File: config.mk
export PLATFORM = sky130hd
export DESIGN_NAME = lcbb_ctrl
export DESIGN_NICKNAME = d
export VERILOG_FILES = /design/src/rtl/core/lcbb_pkg.sv /design/src/rtl/core/lcbb_ctrl.sv
export SDC_FILE = /design/constraint.sdc
export NUM_CORES = 1
export LEC_CHECK = 0
export BUFFER_PORTS_ARGS = -buffer_cell sky130_fd_sc_hd__clkbuf_2
export CAP_MARGIN = 5
export CELL_PAD_IN_SITES_DETAIL_PLACEMENT = 0
export CELL_PAD_IN_SITES_GLOBAL_PLACEMENT = 1
export CORE_MARGIN = 5
export CORE_UTILIZATION = 26
export DETAILED_ROUTE_END_ITERATION = 6
export PLACE_DENSITY = 0.76
export SYNTH_ARGS = -nofsm -noshare
export SYNTH_HDL_FRONTEND = slang
export SYNTH_SLANG_ARGS = --single-unit
File: constraint.sdc
create_clock -name clk -period 1.2 [get_ports clk]
set_input_delay 0.12 -clock clk [delete_from_list [all_inputs] [get_ports clk]]
set_output_delay 0.12 -clock clk [all_outputs]
set_load 0.02 [all_outputs]
File: src/rtl/core/lcbb_pkg.sv
// Shared types and codes for the LRU cache with byte budget.
// Used by the controller, the datapath, the top level and the checker.
package lcbb_pkg;

	localparam logic [2:0] CMD_INSERT = 3'd0;
	localparam logic [2:0] CMD_LOOKUP = 3'd1;
	localparam logic [2:0] CMD_TOUCH  = 3'd2;
	localparam logic [2:0] CMD_ERASE  = 3'd3;
	localparam logic [2:0] CMD_CLEAR  = 3'd4;

	localparam logic [1:0] KIND_EVICT  = 2'd0;
	localparam logic [1:0] KIND_REJECT = 2'd1;
	localparam logic [1:0] KIND_STATUS = 2'd2;

	localparam logic [0:0] REG_MAX_ENTRIES = 1'b0;
	localparam logic [0:0] REG_MAX_BYTES   = 1'b1;

	localparam logic [5:0]  MAX_ENTRIES_RST = 6'd32;
	localparam logic [31:0] MAX_BYTES_RST   = 32'hFFFF_FFFF;

	typedef struct packed {
		logic [2:0]         cmd;
		logic [15:0]        key_robot;
		logic signed [31:0] key_frame;
		logic [31:0]        scan_bytes;
	} req_t;

	typedef struct packed {
		logic [1:0]         kind;
		logic [15:0]        out_robot;
		logic signed [31:0] out_frame;
		logic               found;
		logic [5:0]         entry_count;
		logic [31:0]        total_bytes;
		logic [31:0]        rejected_total;
		logic [31:0]        evicted_total;
		logic               last;
	} rsp_t;

	typedef enum logic [3:0] {
		OP_NONE,
		OP_LATCH,
		OP_FIND,
		OP_DROP,
		OP_EVICT,
		OP_TOUCH,
		OP_PLACE,
		OP_CLEAR,
		OP_REJECT
	} dp_op_t;

	typedef struct packed {
		dp_op_t     op;
		logic       emit;
		logic [1:0] emit_kind;
	} dp_cmd_t;

	typedef struct packed {
		logic [2:0] cmd;
		logic       hit;
		logic       key_ok;
		logic       cfg_ok;
		logic       oversize;
		logic       need_evict;
		logic       out_free;
	} dp_sts_t;

endpackage

File: src/rtl/core/lcbb_ctrl.sv
// Command sequencer for the LRU cache with byte budget.
// Drives datapath operations from lcbb_pkg command and status structs.
module lcbb_ctrl (
	input  logic              clk,
	input  logic              arst_n,
	input  logic              req_valid,
	output logic              req_stall,
	input  lcbb_pkg::dp_sts_t sts,
	output lcbb_pkg::dp_cmd_t ctl
);

	typedef enum logic [2:0] {
		S_IDLE,
		S_FIND,
		S_DECIDE,
		S_SIZE,
		S_LOOP,
		S_REJ,
		S_STAT
	} state_t;

	state_t state_q;
	state_t state_d;

	assign req_stall = (state_q != S_IDLE);

	always_comb begin
		state_d       = state_q;
		ctl.op        = lcbb_pkg::OP_NONE;
		ctl.emit      = 1'b0;
		ctl.emit_kind = lcbb_pkg::KIND_STATUS;
		case (state_q)
			S_IDLE: begin
				if (req_valid) begin
					ctl.op  = lcbb_pkg::OP_LATCH;
					state_d = S_FIND;
				end
			end
			S_FIND: begin
				ctl.op  = lcbb_pkg::OP_FIND;
				state_d = S_DECIDE;
			end
			S_DECIDE: begin
				state_d = S_STAT;
				case (sts.cmd)
					lcbb_pkg::CMD_INSERT: begin
						if (!sts.cfg_ok || !sts.key_ok) begin
							state_d = S_REJ;
						end else begin
							if (sts.hit) begin
								ctl.op = lcbb_pkg::OP_DROP;
							end
							state_d = S_SIZE;
						end
					end
					lcbb_pkg::CMD_TOUCH: begin
						if (sts.hit) begin
							ctl.op = lcbb_pkg::OP_TOUCH;
						end
					end
					lcbb_pkg::CMD_ERASE: begin
						if (sts.hit) begin
							ctl.op = lcbb_pkg::OP_DROP;
						end
					end
					lcbb_pkg::CMD_CLEAR: begin
						ctl.op = lcbb_pkg::OP_CLEAR;
					end
					default: begin
						state_d = S_STAT;
					end
				endcase
			end
			S_SIZE: begin
				state_d = sts.oversize ? S_REJ : S_LOOP;
			end
			S_LOOP: begin
				if (sts.need_evict) begin
					if (sts.out_free) begin
						ctl.op        = lcbb_pkg::OP_EVICT;
						ctl.emit      = 1'b1;
						ctl.emit_kind = lcbb_pkg::KIND_EVICT;
					end
				end else begin
					ctl.op  = lcbb_pkg::OP_PLACE;
					state_d = S_STAT;
				end
			end
			S_REJ: begin
				if (sts.out_free) begin
					ctl.op        = lcbb_pkg::OP_REJECT;
					ctl.emit      = 1'b1;
					ctl.emit_kind = lcbb_pkg::KIND_REJECT;
					state_d       = S_STAT;
				end
			end
			S_STAT: begin
				if (sts.out_free) begin
					ctl.emit      = 1'b1;
					ctl.emit_kind = lcbb_pkg::KIND_STATUS;
					state_d       = S_IDLE;
				end
			end
			default: begin
				state_d = S_IDLE;
			end
		endcase
	end

	always_ff @(posedge clk or negedge arst_n) begin
		if (!arst_n) begin
			state_q <= S_IDLE;
		end else begin
			state_q <= state_d;
		end
	end

endmodule

# After elaboration in Yosys (flattened, before gate mapping)
# Cells that the tools add are included.
totals:
  register_bits: 3
  inputBits: 12
  output_inout_bits: 8
  word_cells: 41
classes:
  n_eq_ne: 13
  n_mux: 20
  n_reduce_logical: 7
op_table:
  columns: ["cell", "count"]
  rows:
  - ["2-to-1 mux 3 bit", 10]
  - ["one-hot mux 3 bit (7 select lines)", 1]
  - ["one-hot mux 4 bit (5 select lines)", 1]
  - ["== test 3 x 2 -> 1 bit (second input constant)", 4]
  - ["== test 3 bit (second input constant)", 4]
  - ["one-hot mux 3 bit (4 select lines)", 1]
  - ["one-hot mux 3 bit (3 select lines)", 1]
  - ["!= test 2 bit (second input constant)", 4]
  - ["2-to-1 mux 7 bit", 1]
  - ["zero test 3 bit", 2]
  - ["2-to-1 mux 6 bit", 1]
  - ["2-to-1 mux 2 bit", 2]
  - ["AND reduction 4 bit", 1]
  - ["== test 3 x 1 -> 1 bit (second input constant)", 1]
  - ["nonzero test 3 bit", 1]
  - ["zero test 1 bit", 2]
  - ["2-to-1 mux 1 bit", 2]
  - ["logical OR 1 bit", 1]

# Depth between registers and ports, before layout
depth:
  depth_word: 5
  depth_mapped: 5
  depth_no_buf: 4

# Worst setup path after synthesis
# Ideal clock, no wire load.
synth_path:
  path_kind: "register to output"
  start: "reg state_q[0]"
  end: "out ctl[3] (netlist name)"
  arrival_ns: 1.401
  slack_ns: -0.321
  stages_incl_launch_ff: 5
  path_cell_list: "dfrtp_1 buf_4 nor2_1 o2111ai_1 o21ai_0"
synth_lines:
  columns: ["element", "line_no", "text"]
  rows:
  - ["start, declared", "lcbb_ctrl.sv:22", "state_t state_q;"]
  - ["start signal, assigned", "lcbb_ctrl.sv:114", "state_q <= state_d;"]
  - ["end, declared", "lcbb_ctrl.sv:9", "output lcbb_pkg::dp_cmd_t ctl"]

==> impl_metrics.csv <==
group,metric,value,unit
run_status,status,"finished with violations",
run_status,violations,"setup timing",
grt,grt_pass1_wl,2.47,mm
cells_and_area,top_register,"state_q",
setup_path,worstSetupPathType,"reg2out",
grt,grtUsageMet1,0.135,
hold_path,hp-class,"in2async",
timing,maxSlewViolCount,0,
timing,rsz0062_at_grt,"yes",
clock_tree,ctsRootBufferMaster,"clkbuf_4",
clock_tree,cts_sinks,3,
floorplan,ios,20,
setup_path,startpoint_type,"flop",
grt,antenna_found_initial,0,
setup_path,worstRegToRegCells,5,
yosys,async_reset_ff_frac,1.00,
setup_path,path_cells,"nor2_4 -> o2111ai_4 -> o22ai_2 -> clkbuf_8",
job,cap_violations,0,
grt,grt.total_usage,0.130,
cells_and_area,drive_above_1_share,0.609,
grt,overflow,0,
yosys,synth-edff-count,0,
timing,period_minus_slack,1480,ps
yosys,seq_area_frac_synth,0.192,
yosys,netlist_area,390,sq um
route,wire_per_inst,14.0,um
yosys,synth_seq_cells,3,
floorplan,core_region_area,1470,sq um
placement,dp_hpwl,1.05,mm
timing,timing_hold_violations_final,0,
clock_tree,htree_num_levels,1,
floorplan,rows,14,
setup_path,reg2reg_to,"state_q[1]",
route,first_pass_iters,4,
grt,use_met2,0.241,
floorplan,floorplan.initialDensity,0.265,
timing,setup_viol,9,
setup_path,required,1080,ps
setup_path,worstPathArrival,1360,ps
timing,relSlewSlack,0.782,
setup_path,setup.worst_path.start,"state_q[0]",
power_and_ir_drop,power_density,2300,nW/um^2
timing,fmax,678,MHz
setup_path,cpPeakStageDelay,450,ps
placement,io_buffers,19,
route,drt-total-wl,1.44,mm
floorplan,die_x,48.8,um
setup_path,cp_slowest_cell,"dfrtp_2",
placement,gp_congestion,0.807,
route,vias,534,
clock_tree,cts_made_buffers,3,
timing,skew,9.21,ps
cells_and_area,largest_reg_flops,3,
timing,tns,-1950,ps
floorplan,dieArea,2380,sq um
yosys,synth_warnings,0,
clock_tree,cts.path.max_buffers,2,
grt,grt_max_degree,10,
yosys,synth_flop_cell,"dfrtp_1",
yosys,synthCells,51,
route,drtIter0Drc,10,
floorplan,die-height,48.8,um
setup_path,r2r_slack,-210,ps
cells_and_area,area_delta_synth_final,89.4,%
clock_tree,cts.reportedPaths.clkPinSlew,40,ps
route,postRouteAntennaNets,0,
route,drcViolationCount,0,
timing,hold_slack,212,ps
yosys,ys_types,29,
grt,grt_pass1_vias,559,
power_and_ir_drop,vdd_ir_drop_max,1.17,mV
cells_and_area,final_nets,100,
grt,use_met3,0.0429,
setup_path,critPathCaptureType,"primary output",
setup_path,path_buf_inv,1,
setup_path,r2r_start,"state_q[0]",
cells_and_area,n_fill_cell,133,
timing,min_period_over_period,1.23,
grt,busiest_layer,"met2",
power_and_ir_drop,p_leak,0.000346,uW
setup_path,cp_max_fo,7,
clock_tree,cts_tree,"yes",
cells_and_area,reg_top3,"state_q: 3 flops",
timing,layout_setup_ws,-275,ps
route,viasPerCell,5.18,
cells_and_area,diodes,0,
timing,tightest_slew,324,ps
setup_path,crit_family,"flip-flops",
yosys,avgSynthCellArea,7.65,sq um
yosys,synth_nets,63,
clock_tree,clk_latency,240,ps
-- through the flow --
stage | std cells | setup WS (ps) | utilization | power [uW] | instance area [sq um]
floorplan | 51 | -61.8 | - | 841 | 422
global placement | 94 | -111 | 0.403 | 1200 | 593
detailed placement | 94 | -119 | 0.403 | 1210 | 593
CTS | 100 | -262 | 0.477 | 1580 | 702
global route | 103 | -344 | 0.503 | 1830 | 739
finish | 103 | -275 | 0.503 | 1700 | 739
-- cell type report --
cell class / instances / area (sq um) / area share
inverters: 4 / 17.5 / 0.0237
flip-flops and latches: 3 / 78.8 / 0.107
well taps: 16 / 20.0 / 0.0271
multi-input cells: 42 / 339 / 0.459
clock buffers: 4 / 26.3 / 0.0355
repair buffers: 34 / 258 / 0.349
-- power by group --
part	internal (uW)	switching, uW
Clock	125	60.9
Sequential	158	91.7
Combinational	680	586
-- kinds of logic after synthesis --
logic type             Yosys count  share of synthesized area
muxes                            3                     0.0769
and+or+nand+nor                 18                      0.247
buffers and inverters            6                     0.0865
DFF                              3                      0.192
AOI/OAI and AO/OA               21                      0.397
-- per-layer routing --
| layer | share of wire | wire, um |
|---|---|---|
| met1 | 0.41 | 597 |
| met2 | 0.52 | 752 |
| met3 | 0.057 | 83 |
| met4 | 0.0069 | 10 |
| met5 | 0 | 0 |
-- synth_stat cells, types with 2 or more instances --
cell,n,share of area
a21oi_1,2,0.026
and3_1,2,0.032
dfrtp_1,3,0.19
inv_1,4,0.038
mux2i_1,3,0.077
nand2_1,5,0.048
nand3b_1,2,0.038
nor2_1,3,0.029
nor2b_1,2,0.032
nor3_1,2,0.026
o21ai_0,4,0.051
o22ai_1,2,0.032
-- cell usage in the layout (no fill, tap or decap), drive strengths merged, types with 2 or more instances in the layout --
master   n
o21ai    5
and3     2
o22ai    2
nor3     2
inv      4
a21oi    2
dfrtp    3
nand2    5
buf     16
mux2i    3
nor2     3
nand3b   2
nor2b    2
clkbuf  21
-- how the worst max path moves through the flow --
stage | to | slack [ps] | cells past startpoint
global placement | ctl[5] | -110 | 4
detailed placement | state_q[1] | -120 | 4
global route | ctl[5] | -340 | 4
floorplan | state_q[1] | -60 | 5
CTS | ctl[5] | -260 | 4
finish | ctl[5] | -280 | 4
-- repair_timing --
| item | in CTS | in global routing |
|---|---|---|
| setup endpoints to repair | 10 | 9 |
| hold endpoints to repair | 3 | 0 |
| resized for setup | 17 | 7 |
| pin swaps | 2 | 3 |
| hold buffers | 1 | 0 |
| setup buffers | 1 | 3 |
Note: power is estimated with default switching activity, not from simulation.
